File: src/rtl/msls_pkg.sv
package msls_pkg;

    localparam int MAX_SERVERS = 16;
    localparam int IDX_W       = $clog2(MAX_SERVERS);
    localparam int CNT_W       = $clog2(MAX_SERVERS + 1);
    localparam int CFG_W       = 5;
    localparam int DUR_W       = 16;
    localparam int TIME_W      = 48;
    localparam int JOBS_W      = 32;
    localparam int OUT_W       = 2 * TIME_W + JOBS_W;

    localparam logic [TIME_W-1:0] TIME_MAX = {TIME_W{1'b1}};
    localparam logic [JOBS_W-1:0] JOBS_MAX = {JOBS_W{1'b1}};

    typedef logic [TIME_W-1:0] t_time;

    function automatic t_time sat_add(input t_time a, input t_time b);
        logic [TIME_W:0] s;
        s = {1'b0, a} + {1'b0, b};
        return s[TIME_W] ? TIME_MAX : s[TIME_W-1:0];
    endfunction

endpackage

File: src/rtl/multi_server_list_scheduler_top.sv
// channel  | direction | word contents (lsb first)                 | handshake
// ---------+-----------+-------------------------------------------+------------------------
// s        | in        | tdata: duration[15:0]; tlast: last_job    | i_s_tvalid / o_s_tready
// m        | out       | tdata: makespan, total_wait, job_count    | o_m_tvalid / i_m_tready
// cfg      | in        | server_count[4:0]                         | i_cfg_valid / o_cfg_ready
//
// a job that fills an idle server goes straight to the final step; a later job scans
// the filled servers (one compare per cycle through the finish time store, then the
// update), with up to 16 servers in use
// a last job waits in the final step while an earlier result is still not taken
// synchronous active-low reset clears the batch counters and sets server_count to 1
module multi_server_list_scheduler_top (
    input  logic                               i_clk,
    input  logic                               i_rst_n,
    input  logic                               i_s_tvalid,
    output logic                               o_s_tready,
    input  logic [msls_pkg::DUR_W-1:0]         i_s_tdata,   // duration
    input  logic                               i_s_tlast,
    output logic                               o_m_tvalid,
    input  logic                               i_m_tready,
    output logic [msls_pkg::OUT_W-1:0]         o_m_tdata,   // makespan, total_wait, job_count
    input  logic                               i_cfg_valid,
    output logic                               o_cfg_ready,
    input  logic [msls_pkg::CFG_W-1:0]         i_cfg_data   // server_count
);

    typedef enum logic [1:0] {
        S_IDLE,
        S_SCAN,
        S_UPDATE,
        S_FIN
    } t_state;

    t_state                        r_state;
    msls_pkg::t_time               r_ft [msls_pkg::MAX_SERVERS];
    logic [msls_pkg::CFG_W-1:0]    r_cfg;
    logic [msls_pkg::CNT_W-1:0]    r_filled;
    msls_pkg::t_time               r_wait;
    logic [msls_pkg::JOBS_W-1:0]   r_jobs;
    msls_pkg::t_time               r_span;
    logic [msls_pkg::DUR_W-1:0]    r_dur;
    logic                          r_last;
    logic [msls_pkg::IDX_W-1:0]    r_idx;
    logic [msls_pkg::IDX_W-1:0]    r_best;
    msls_pkg::t_time               r_bestval;
    logic                          r_m_valid;
    logic [msls_pkg::OUT_W-1:0]    r_m_data;

    logic [msls_pkg::CNT_W-1:0]    n_use;
    msls_pkg::t_time               n_rd;
    msls_pkg::t_time               n_cmp_a;
    msls_pkg::t_time               n_cmp_b;
    logic                          n_less;
    msls_pkg::t_time               n_newv;
    logic                          n_accept;
    logic                          n_scan_end;
    logic                          n_emit;

    always_comb begin
        if (r_cfg == '0) begin
            n_use = msls_pkg::CNT_W'(1);
        end else if ({{(msls_pkg::CNT_W){1'b0}}, r_cfg} > msls_pkg::MAX_SERVERS) begin
            n_use = msls_pkg::CNT_W'(msls_pkg::MAX_SERVERS);
        end else begin
            n_use = msls_pkg::CNT_W'(r_cfg);
        end
    end

    assign n_rd       = r_ft[r_idx];
    assign n_newv     = msls_pkg::sat_add(r_bestval, msls_pkg::TIME_W'(r_dur));
    assign n_accept   = i_s_tvalid && o_s_tready;
    assign n_scan_end = ({1'b0, r_idx} == msls_pkg::CNT_W'(r_filled - 1'b1));
    assign n_emit     = (r_state == S_FIN) && r_last && (!r_m_valid || i_m_tready);

    // shared compare: min search during scan, running max on fill and at update
    always_comb begin
        if (r_state == S_SCAN) begin
            n_cmp_a = n_rd;
            n_cmp_b = r_bestval;
        end else if (r_state == S_IDLE) begin
            n_cmp_a = r_span;
            n_cmp_b = msls_pkg::TIME_W'(i_s_tdata);
        end else begin
            n_cmp_a = r_span;
            n_cmp_b = n_newv;
        end
    end
    assign n_less = n_cmp_a < n_cmp_b;

    assign o_s_tready  = (r_state == S_IDLE);
    assign o_cfg_ready = 1'b1;
    assign o_m_tvalid  = r_m_valid;
    assign o_m_tdata   = r_m_data;

    always_ff @(posedge i_clk) begin
        if (!i_rst_n) begin
            r_state   <= S_IDLE;
            r_cfg     <= msls_pkg::CFG_W'(1);
            r_filled  <= '0;
            r_wait    <= '0;
            r_jobs    <= '0;
            r_span    <= '0;
            r_m_valid <= 1'b0;
            r_idx     <= '0;
            r_best    <= '0;
        end else begin
            if (i_cfg_valid) begin
                r_cfg <= i_cfg_data;
            end
            if (r_m_valid && i_m_tready && !n_emit) begin
                r_m_valid <= 1'b0;
            end
            unique case (r_state)
                S_IDLE: begin
                    if (n_accept) begin
                        r_dur  <= i_s_tdata;
                        r_last <= i_s_tlast;
                        if (r_jobs != msls_pkg::JOBS_MAX) begin
                            r_jobs <= r_jobs + 1'b1;
                        end
                        if (r_filled < n_use) begin
                            r_ft[r_filled[msls_pkg::IDX_W-1:0]] <=
                                msls_pkg::TIME_W'(i_s_tdata);
                            r_filled <= r_filled + 1'b1;
                            if (n_less) begin
                                r_span <= msls_pkg::TIME_W'(i_s_tdata);
                            end
                            r_state <= S_FIN;
                        end else begin
                            r_idx     <= '0;
                            r_best    <= '0;
                            r_bestval <= msls_pkg::TIME_MAX;
                            r_state   <= S_SCAN;
                        end
                    end
                end
                S_SCAN: begin
                    if (n_less) begin
                        r_best    <= r_idx;
                        r_bestval <= n_rd;
                    end
                    r_idx <= r_idx + 1'b1;
                    if (n_scan_end) begin
                        r_state <= S_UPDATE;
                    end
                end
                S_UPDATE: begin
                    r_wait       <= msls_pkg::sat_add(r_wait, r_bestval);
                    r_ft[r_best] <= n_newv;
                    if (n_less) begin
                        r_span <= n_newv;
                    end
                    r_state <= S_FIN;
                end
                S_FIN: begin
                    if (!r_last) begin
                        r_state <= S_IDLE;
                    end else if (n_emit) begin
                        r_m_valid <= 1'b1;
                        r_m_data  <= {r_jobs, r_wait, r_span};
                        r_filled  <= '0;
                        r_wait    <= '0;
                        r_jobs    <= '0;
                        r_span    <= '0;
                        r_state   <= S_IDLE;
                    end
                end
                default: r_state <= S_IDLE;
            endcase
        end
    end

endmodule

File: config.mk
export PLATFORM = sky130hd
export DESIGN_NAME = multi_server_list_scheduler_top
export DESIGN_NICKNAME = d
export VERILOG_FILES = /design/src/rtl/msls_pkg.sv /design/src/rtl/multi_server_list_scheduler_top.sv
export SDC_FILE = /design/constraint.sdc
export NUM_CORES = 1
export LEC_CHECK = 0
export ABC_AREA = 0
export BUFFER_PORTS_ARGS = -buffer_cell sky130_fd_sc_hd__buf_2
export CAP_MARGIN = 25
export CORE_MARGIN = 2
export CORE_UTILIZATION = 55
export CTS_CLUSTER_SIZE = 20
export DETAILED_ROUTE_END_ITERATION = 8
export MAX_ROUTING_LAYER = met4
export PLACE_DENSITY = 0.72
export RECOVER_POWER = 50
export SYNTH_ARGS = -nofsm -noshare
export SYNTH_HDL_FRONTEND = slang
export SYNTH_SLANG_ARGS = --single-unit
File: constraint.sdc
create_clock -name i_clk -period 7.87 [get_ports i_clk]
set_input_delay 0.3935 -clock i_clk [delete_from_list [all_inputs] [get_ports i_clk]]
set_output_delay 0.3935 -clock i_clk [all_outputs]
set_load 0.03 [all_outputs]
-- Word level (Yosys, flattened, before mapping)
Memories as Yosys holds them, arrays and structs flattened. A register that Yosys moved wholly into a read port is not among the register bits.
Cells that the tools add are included.
W data, S select, Z words.
- bits in read-only memories: 0
- register bits after elaboration: 342
- output and inout port bits: 131
- memories kept: 1
- RAM bits: 768
- latch bits: 0
- word-level logic and storage cells: 121
- bits of input ports: 27
- divide/modulo/power cells: 0
- shift operators: 0
- add/sub/neg operators: 6
- equal/unequal tests: 16
- reductions and logical operators: 25
- order comparisons: 3
- multiplexer cells: 57
- bitwise operators: 0
- $mul: 0
- memory list (name ; depth ; bits a word ; rd ports ; clocked after memory_dff ; write ports ; line ; text):
    r_ft ; 16 ; 48 ; 1 ; 1 ; 1 ; multi_server_list_scheduler_top.sv:35 ; msls_pkg::t_time r_ft [msls_pkg::MAX_SERVERS];
- operators by type and width (cell ; number):
    $mux W48 ; 15
    $pmux W48 S2 ; 2
    $pmux W48 S3 ; 1
    $mux W32 ; 4
    $pmux W32 S2 ; 1
    $add A48 B16 Y49 ; 1
    $add A48 B48 Y49 ; 1
    $lt A48 B48 Y1 ; 1
    $reduce_or A48 Y1 ; 1
    $add A32 B1 Y32 const B ; 1
    $ne A32 B32 Y1 const B ; 1
    $mux W5 ; 6
    $mux W4 ; 6
    $pmux W4 S2 ; 2
    $reduce_and A5 Y1 ; 3
    $mux W1 ; 13
    $ne A2 B2 Y1 const B ; 6
    $reduce_and A3 Y1 ; 4
    $mux W2 ; 5
    $pmux W5 S2 ; 1
    $ne A2 B1 Y1 const B ; 4
    $pmux W2 S4 ; 1
    $reduce_and A4 Y1 ; 2
    $reduce_and A7 Y1 ; 1
    16 further kinds ; 24

-- Longest topological paths before layout
Gate-level depths: netlist of the first run.
- depth after elaboration: 10
- depth in mapped cells: 27
- gate-level depth less buffers: 23

-- Worst setup path after synthesis of the first run
No wires, ideal clock.
- path type: register -> register
- start point: register r_state[0]
- end point: memory r_ft[12][0] (netlist bit), enable pin
- cell stages (with the launch flop): 8
- clock period less this slack: 7.185 ns
- required time: 7.347 ns
- buffers on the path: 1
- path slack: 0.685 ns
- library setup time: 0.523 ns
- arrival: 6.662 ns
- cell sequence: dfxtp_1 > inv_1 > ha_1 > clkbuf_1 > inv_2 > nor3_1 > a21oi_1 > nor3b_1
- word-level cells in the longest chain between the ends: 7
- elaborated cells on any way between the ends: 13
- classes of those cells: eq/ne: 1; mux: 9; reduce/logical: 3
- RTL lines (what ; line ; text):
    from (decl) ; multi_server_list_scheduler_top.sv:34 ; t_state r_state;
    from (signal assigned) ; multi_server_list_scheduler_top.sv:97 ; r_state <= S_IDLE;
    from (signal assigned) ; multi_server_list_scheduler_top.sv:128 ; r_state <= S_FIN;
    from (signal assigned) ; multi_server_list_scheduler_top.sv:133 ; r_state <= S_SCAN;
    $logic_not A2 Y1 (*) ; multi_server_list_scheduler_top.sv:90 ; assign o_s_tready = (r_state == S_IDLE);
    named net o_s_tready ; multi_server_list_scheduler_top.sv:16 ; output logic o_s_tready,
    $logic_and A1 B1 Y1 ; multi_server_list_scheduler_top.sv:71 ; assign n_accept = i_s_tvalid && o_s_tready;
    $mux W1 ; multi_server_list_scheduler_top.sv:115 ; if (n_accept) begin
    $mux W1 (*) ; multi_server_list_scheduler_top.sv:113 ; unique case (r_state)
    $mux W1 (*) ; multi_server_list_scheduler_top.sv:96 ; if (!i_rst_n) begin
    $mux W1 (implied by the code) (*) ; multi_server_list_scheduler_top.sv:122 ; r_ft[r_filled[msls_pkg::IDX_W-1:0]] <=
    $mux W1 (no line) (*) ; - ;
    to (decl) ; multi_server_list_scheduler_top.sv:35 ;
Mark *: on every way through the listed nets, which the timed path passes. The rest lies on a longest branch.

-- Final worst setup path of the first run
- start point: register r_bestval[11]
- end point: register r_span[6]
- word-level cells in the longest chain between the ends: 7
- elaborated cells on any way between the ends: 10
- classes of those cells: add/sub: 1; order compare: 1; eq/ne: 2; mux: 5; reduce/logical: 1
- RTL lines (what ; line ; text):
    from (decl) ; multi_server_list_scheduler_top.sv:45 ; msls_pkg::t_time r_bestval;
    from (signal assigned) ; multi_server_list_scheduler_top.sv:132 ; r_bestval <= msls_pkg::TIME_MAX;
    from (signal assigned) ; multi_server_list_scheduler_top.sv:140 ; r_bestval <= n_rd;
    $add A48 B16 Y49 ; msls_pkg.sv:19 ; s = {1'b0, a} + {1'b0, b};
    $mux W48 ; msls_pkg.sv:20 ; return s[TIME_W] ? TIME_MAX : s[TIME_W-1:0];
    $mux W48 ; multi_server_list_scheduler_top.sv:80 ; end else if (r_state == S_IDLE) begin
    $mux W48 ; multi_server_list_scheduler_top.sv:77 ; if (r_state == S_SCAN) begin
    $lt A48 B48 Y1 ; multi_server_list_scheduler_top.sv:88 ; assign n_less = n_cmp_a < n_cmp_b;
    $ne A2 B2 Y1 (no line) / $ne A2 B1 Y1 (equally long branches) ; - ;
    $reduce_and A7 Y1 (no line) ; - ;
    to (signal assigned) ; multi_server_list_scheduler_top.sv:126 ; r_span <= msls_pkg::TIME_W'(i_s_tdata);
    to (signal assigned) ; multi_server_list_scheduler_top.sv:151 ; r_span <= n_newv;
    to (decl) ; multi_server_list_scheduler_top.sv:40 ; msls_pkg::t_time r_span;
Parallel ways exist; a longest one is shown, timed or not. The select of a mux whose other input is x is not followed.
A chain may end at the register's enable or synchronous reset.

==> results of run 1 <==
[power breakdown]
| part | leakage (nW) | switching (mW) | internal, mW |
|---|---|---|---|
| combinational | 6.05 | 3.60 | 2.28 |
| clock | 1.72 | 2.22 | 2.96 |
| sequential | 10.0 | 0.425 | 7.16 |
| total | 17.8 | 6.25 | 12.4 |
[area by class of cell]
class / count / area, sq um
antenna: 3 / 7.51
clock buffer: 135 / 2840
clock inverter: 63 / 708
fill: 6333 / 32700
inverter: 38 / 143
multi-input combinational: 1758 / 15500
sequential: 1114 / 31900
tap: 1155 / 1450
timing repair buffer: 272 / 1440
[sequential cells by signal, indices dropped and copies added (netlist names), named ones only]
| name | flops |
|---|---|
| r_ft | 768 |
| r_jobs | 32 |
| r_last | 1 |
| r_dur | 16 |
| r_best | 4 |
| o_m_tvalid | 1 |
| r_bestval | 48 |
| r_wait | 48 |
| r_idx | 4 |
| r_filled | 5 |
| o_m_tdata | 128 |
| r_state | 2 |
| r_span | 48 |
| r_cfg | 5 |
[worst min path at each step]
stage / startpoint / end / slack, ns / cells after the start
6_report: i_m_tready / o_m_tvalid / 0.05 / 3
5_1_grt: i_cfg_valid / r_cfg[0] / 0.06 / 3
4_1_cts: i_cfg_valid / r_cfg[0] / 0.03 / 3
3_5_place_dp: r_span[18] / o_m_tdata[18] / 0.44 / 0
3_3_place_gp: r_span[19] / o_m_tdata[19] / 0.44 / 0
2_1_floorplan: r_jobs[5] / o_m_tdata[101] / 0.41 / 0
[per-layer routing]
metal | vias up | global-route usage [%]
li1 | 12600 | -
met1 | 14900 | 39.8
met2 | 1491 | 44.7
met3 | 189 | 4.24
met4 | 0 | 7.19
met5 | - | -
[synthesized netlist by cell type, types with 7 or more instances]
cell,number,share of area (%)
mux4_2,238,11
a211oi_1,55,0.86
nand2b_1,56,0.73
o21ai_1,10,0.10
buf_4,8,0.12
xor2_1,45,0.82
a22oi_1,13,0.20
o22a_1,19,0.35
mux2i_1,21,0.44
edfxtp_1,961,60
buf_1,26,0.20
nor2_1,190,1.5
a21oi_1,200,2.1
o21a_1,10,0.16
dfxtp_1,153,6.4
clkbuf_1,101,0.79
nand2_1,142,1.1
o31ai_1,7,0.11
o21bai_1,14,0.22
or3_1,14,0.18
ha_1,123,3.2
inv_1,36,0.28
o21ai_0,84,0.87
a311oi_1,13,0.24
nor2b_1,16,0.21
a31oi_1,37,0.48
mux2_2,48,1.1
and3_1,25,0.32
buf_2,18,0.19
o22ai_1,23,0.30
nand4_1,32,0.42
nor3_1,37,0.38
a21o_1,34,0.53
and2_1,19,0.25
xnor2_1,57,1.0
nand3_1,67,0.70
[through the flow]
stage	setup slack [ns]	util, %	instances
6_report	0.812	62.3	4538
5_1_grt	0.409	62.3	4535
4_1_cts	0.980	62.7	4527
3_5_place_dp	1.02	58.4	4307
3_3_place_gp	1.15	58.2	4296
2_1_floorplan	0.685	-	3065
[worst min-delay path, delay by kind of cell]
kind,cells,cell delay (ns)
AND/OR/NAND/NOR,1,0.16
AO/OA/AOI/OAI,1,0.08
buffers and inverters,1,0.07
[repair_timing]
item	CTS	global route
hold buffers	22	0
buffers inserted	0	0
hold endpoints to repair	26	0
setup endpoints to repair	0	0
[cells by family (layout without fill, tap and decap cells)]
family / count (synthesis) / count (layout) / synth area share, %
adder cells (fa/ha/maj): 125 / 125 / 3.28
flip-flops: 1114 / 1114 / 66.2
AO/OA/AOI/OAI: 576 / 576 / 7.61
XOR/XNOR: 102 / 102 / 1.85
other: 1 / 4 / 0.00778
buffers and inverters: 193 / 508 / 1.64
multiplexers: 308 / 308 / 12.7
AND/OR/NAND/NOR: 646 / 646 / 6.62
==> results.cfg, run 1 <==
[critical_path]
cp_slowest_cell = nor4_1
crit_type = reg -> reg
cpPeakStageDelay_ns = 0.96
r2r_start = r_bestval[11]
required_ns = 8.40
crit_fanout = 27
end_kind = flip-flop
path_cells = ha_1, nand2_1, o21ai_0, or2_2, o22ai_2, nor2_1, nand3_2, buf_4, a31oi_1, o22ai_1, ha_1, a21oi_1, a21boi_0, o311a_1, nor4_1, nand2_1, a21oi_2, o21a_2, buf_4, nor2_1, a311oi_1
path_depth = 21
worstPathArrival_ns = 7.59
crit_end = r_span[6]
cp_top_family = simple AND/OR/NAND/NOR gates
crit_start = r_bestval[11]
timing.rr.end = r_span[6]
ff2ff_path_depth = 21
startpoint_type = flip-flop
timing.reg2reg.setup_slack_ns = 0.81
cp_num_buf_inv = 2

[logic_synthesis]
syn_area_sq_mm = 0.0482
syn_inst = 3065
async_flop_share_pct = 0
synthFlopType = edfxtp_1
synth-seq-cells = 1114
synth_seq_area_share_pct = 66.2
syn_area_per_cell_sq_um = 15.7
synth_edf_count = 961
ys_warn_count = 0
synth_cell_types = 88
syn_nets = 3217

[clock_tree]
htreeDepth = 3
insertion_delay_ns = 0.71
clk_path_buf_depth = 3
path_clk_slew_ns = 0.07
cts_root_buf = clkbuf_16
post_cts_resized = 0
cts_tree = yes
numCtsBuffers = 106
cts_sinks = 1114

[timing]
holdWs_ns = 0.0534
finClkSkew_ns = 0.0461
slew_violations = 340
hold_violations = 0
rsz0062_at_grt = false
tightest_slew_ns = 3.05
period_needed_ns = 7.06
setup_viol_count_final = 0
finalSetupTns_ns = 0
min_period_over_period_pct = 89.7
fmax_ghz = 0.142
slew_headroom_pct = -103

[routing]
drt-initial-drc-count = 2996
drtAntennaViolNets = 0
drt-vias-per-instance = 6.44
highest-signal-layer = met4
wl_per_cell_um = 27.5
wirelength_mm = 125
wl_met2_mm = 60.1
drc = 0
via_count = 29200
wl_met1_mm = 51.1
firstDrtPassIters = 6
wl_met3_mm = 10.8

[pwr]
leakage_nw = 17.8
vdd_drop_max_mv = 0.237
power_density_mw_per_mm2 = 345
p_total_mw = 18.7

[layout]
synthToLayoutAreaGrowth_pct = 12.2
final_nets = 3442
fin_area_sq_mm = 0.0541
final_cell_mix = edfxtp_1, mux4_2, clkbuf_1
final_common_cell = edfxtp_1
drive_above_1_share_pct = 16.5

[hold_path]
min_path_type = in -> reg

[status]
violations = max-capacitance violations, max-slew violations
outcome = finished, violations left

[floorplan]
fp.dieH_um = 300
io_pins = 158
rows = 108
die_area_sq_mm = 0.0900
core_sq_mm = 0.0868
start_util_pct = 55.5
die_w_um = 300

[flow_run]
maxCapViolCount = 8

[grt]
grt_max_degree = 112
grt_pass1_wl_mm = 184
antenna_found_initial = 3
grtUsageTotal_pct = 28.5
grt-ovfl-total = 0
grt_pass1_vias = 28500

[placement]
place.gp.congestion = 0.983
place_area_sq_mm = 0.0506
io_buffers = 156
hpwl_mm = 78.8
(Power assumes the default switching activity.)
==> run 2, diff against run 1 <==
Settings changed: CORE_MARGIN 2 to not set.
==> run 2 against run 1 <==
Net effect: the run still ends with max-capacitance violations, max-slew violations left; fmax fell by 2.4%; first-iteration DRC count rose by 4.3%; clock power barely moved; critical path depth did not move; sequential cell count did not move; sequential power barely moved; via count rose by 0.16%; register-to-register slack got worse by 0.17 ns; die area fell by 1.3%.
==> results.cfg, run 2 (synthesized netlist as in run 1, its figures left out) <==
[status]
outcome = finished, violations left
violations = max-capacitance violations, max-slew violations

[critical_path]
crit_fanout = 22
cpPeakStageDelay_ns = 1.14
r2r_start = r_bestval[25]
cp_top_family = simple AND/OR/NAND/NOR gates
path_cells = and3_1, nand3_1, or3_1, nor2_1, nand2_1, nor3_1, nor2_1, nor2_1, o22ai_1, ha_1, a21oi_1, nor2b_1, o311ai_0, a21oi_1, nor4_1, nand2_1, a21oi_2, o21a_2, buf_4, nor2_1, a311oi_1
cp_slowest_cell = nor3_1
timing.rr.end = r_span[3]
timing.reg2reg.setup_slack_ns = 0.64
end_kind = flip-flop
cp_num_buf_inv = 1
required_ns = 8.39
ff2ff_path_depth = 21
worstPathArrival_ns = 7.75
cpMostUsedCell = nor2_1
crit_type = reg -> reg
startpoint_type = flip-flop

[hold_path]
min_path_type = in -> reg
whs_endpoint = o_m_tvalid
hold_path_depth = 3
worstHoldStart = i_m_tready

[grt]
grt_pass1_vias = 28800
grt_max_degree = 110
grt-ovfl-total = 0
grtUsageTotal_pct = 29.2
antenna_found_initial = 1
grt_pass1_wl_mm = 186

[timing]
holdWs_ns = 0.0543
setup_viol_count_final = 0
min_period_over_period_pct = 91.9
finalSetupTns_ns = 0
slew_violations = 518
tightest_slew_ns = 4.41
slew_headroom_pct = -194
hold_violations = 0
period_needed_ns = 7.23
finClkSkew_ns = 0.0498
rsz0062_at_grt = false
fmax_ghz = 0.138

[clock_tree]
cts_tree = yes
cts_root_buf = clkbuf_16
htreeDepth = 3
insertion_delay_ns = 0.70
post_cts_resized = 0
numCtsBuffers = 108
path_clk_slew_ns = 0.06
post-cts-setup-buffers = 0
cts_sinks = 1114
clk_path_buf_depth = 3

[layout]
final_common_cell = edfxtp_1
largest_reg_flops = 768
regMostFlops = r_ft
synthToLayoutAreaGrowth_pct = 12.4
final_cell_mix = edfxtp_1, mux4_2, a21oi_1
drive_above_1_share_pct = 16.7
fin_area_sq_mm = 0.0542
final_nets = 3445
fin_util_pct = 62.5
antenna_cells = 0

[routing]
drt-initial-drc-count = 3124
drt-vias-per-instance = 6.45
drtAntennaViolNets = 0
drc = 0
firstDrtPassIters = 8
wirelength_mm = 126
wl_per_cell_um = 27.7
via_count = 29300

[pwr]
power_density_mw_per_mm2 = 346
vdd_drop_max_mv = 0.199
leakage_nw = 17.9

[placement]
place.gp.congestion = 1.02
io_buffers = 156
place_area_sq_mm = 0.0507
hpwl_mm = 79.5

[floorplan]
io_pins = 158
core_sq_mm = 0.0868
start_util_pct = 55.5
rows = 108
die_w_um = 298
fp.dieH_um = 298
die_area_sq_mm = 0.0888

[flow_run]
maxCapViolCount = 19
-- run 2: per-layer routing --
layer | routed length, um | part of all wire, % | up-vias | global-route usage, %
met4 | 3090 | 2.5 | 0 | 7.57
met5 | 0 | 0 | - | -
met3 | 11500 | 9.2 | 224 | 4.04
met1 | 51800 | 41 | 14900 | 41.6
li1 | - | - | 12600 | -
met2 | 59400 | 47 | 1536 | 44.7
-- run 2: stage by stage --
step                total power [mW]  setup WS [ns]  cells
floorplan                       11.8          0.685   3065
global placement                13.4          0.757   4295
detailed placement              13.5          0.719   4306
CTS                             18.7          0.667   4526
global route                    19.6          0.270   4537
finish                          18.7          0.641   4537
-- run 2: how the worst max path moves through the flow --
stage	depth (start not counted)	slack, ns	to	startpoint
floorplan	7	0.68	r_ft[12][0]	r_state[0]
global placement	24	0.76	r_bestval[43]	r_bestval[0]
detailed placement	24	0.72	r_bestval[38]	r_bestval[0]
CTS	24	0.67	r_bestval[3]	r_bestval[0]
global route	5	0.27	o_m_tdata[122]	i_rst_n
finish	21	0.64	r_span[3]	r_bestval[25]
-- run 2: area by class of cell --
type / instances / area [sq um]
flip-flops and latches: 1114 / 31900
fillers: 6188 / 32600
inverters: 38 / 143
clock buffers: 142 / 2960
clock inverters: 57 / 646
well taps: 1155 / 1450
multi-input cells: 1758 / 15500
repair buffers: 273 / 1550
-- run 2: tightest hold or removal path: cells and delay by family --
family          cells  cell delay (ns)
simple gates        1             0.16
buf+inv             1             0.07
compound gates      1             0.08
-- run 2: where the power goes --
part	switching (mW)	total, mW	internal, mW
clock	2.25	5.22	2.97
combinational	3.59	5.91	2.31
sequential	0.436	7.60	7.16
-- run 2: what timing repair did --
item,in CTS,in global routing
hold endpoints to repair,25,0
hold buffers,21,0
endpoints found under the setup margin,0,0
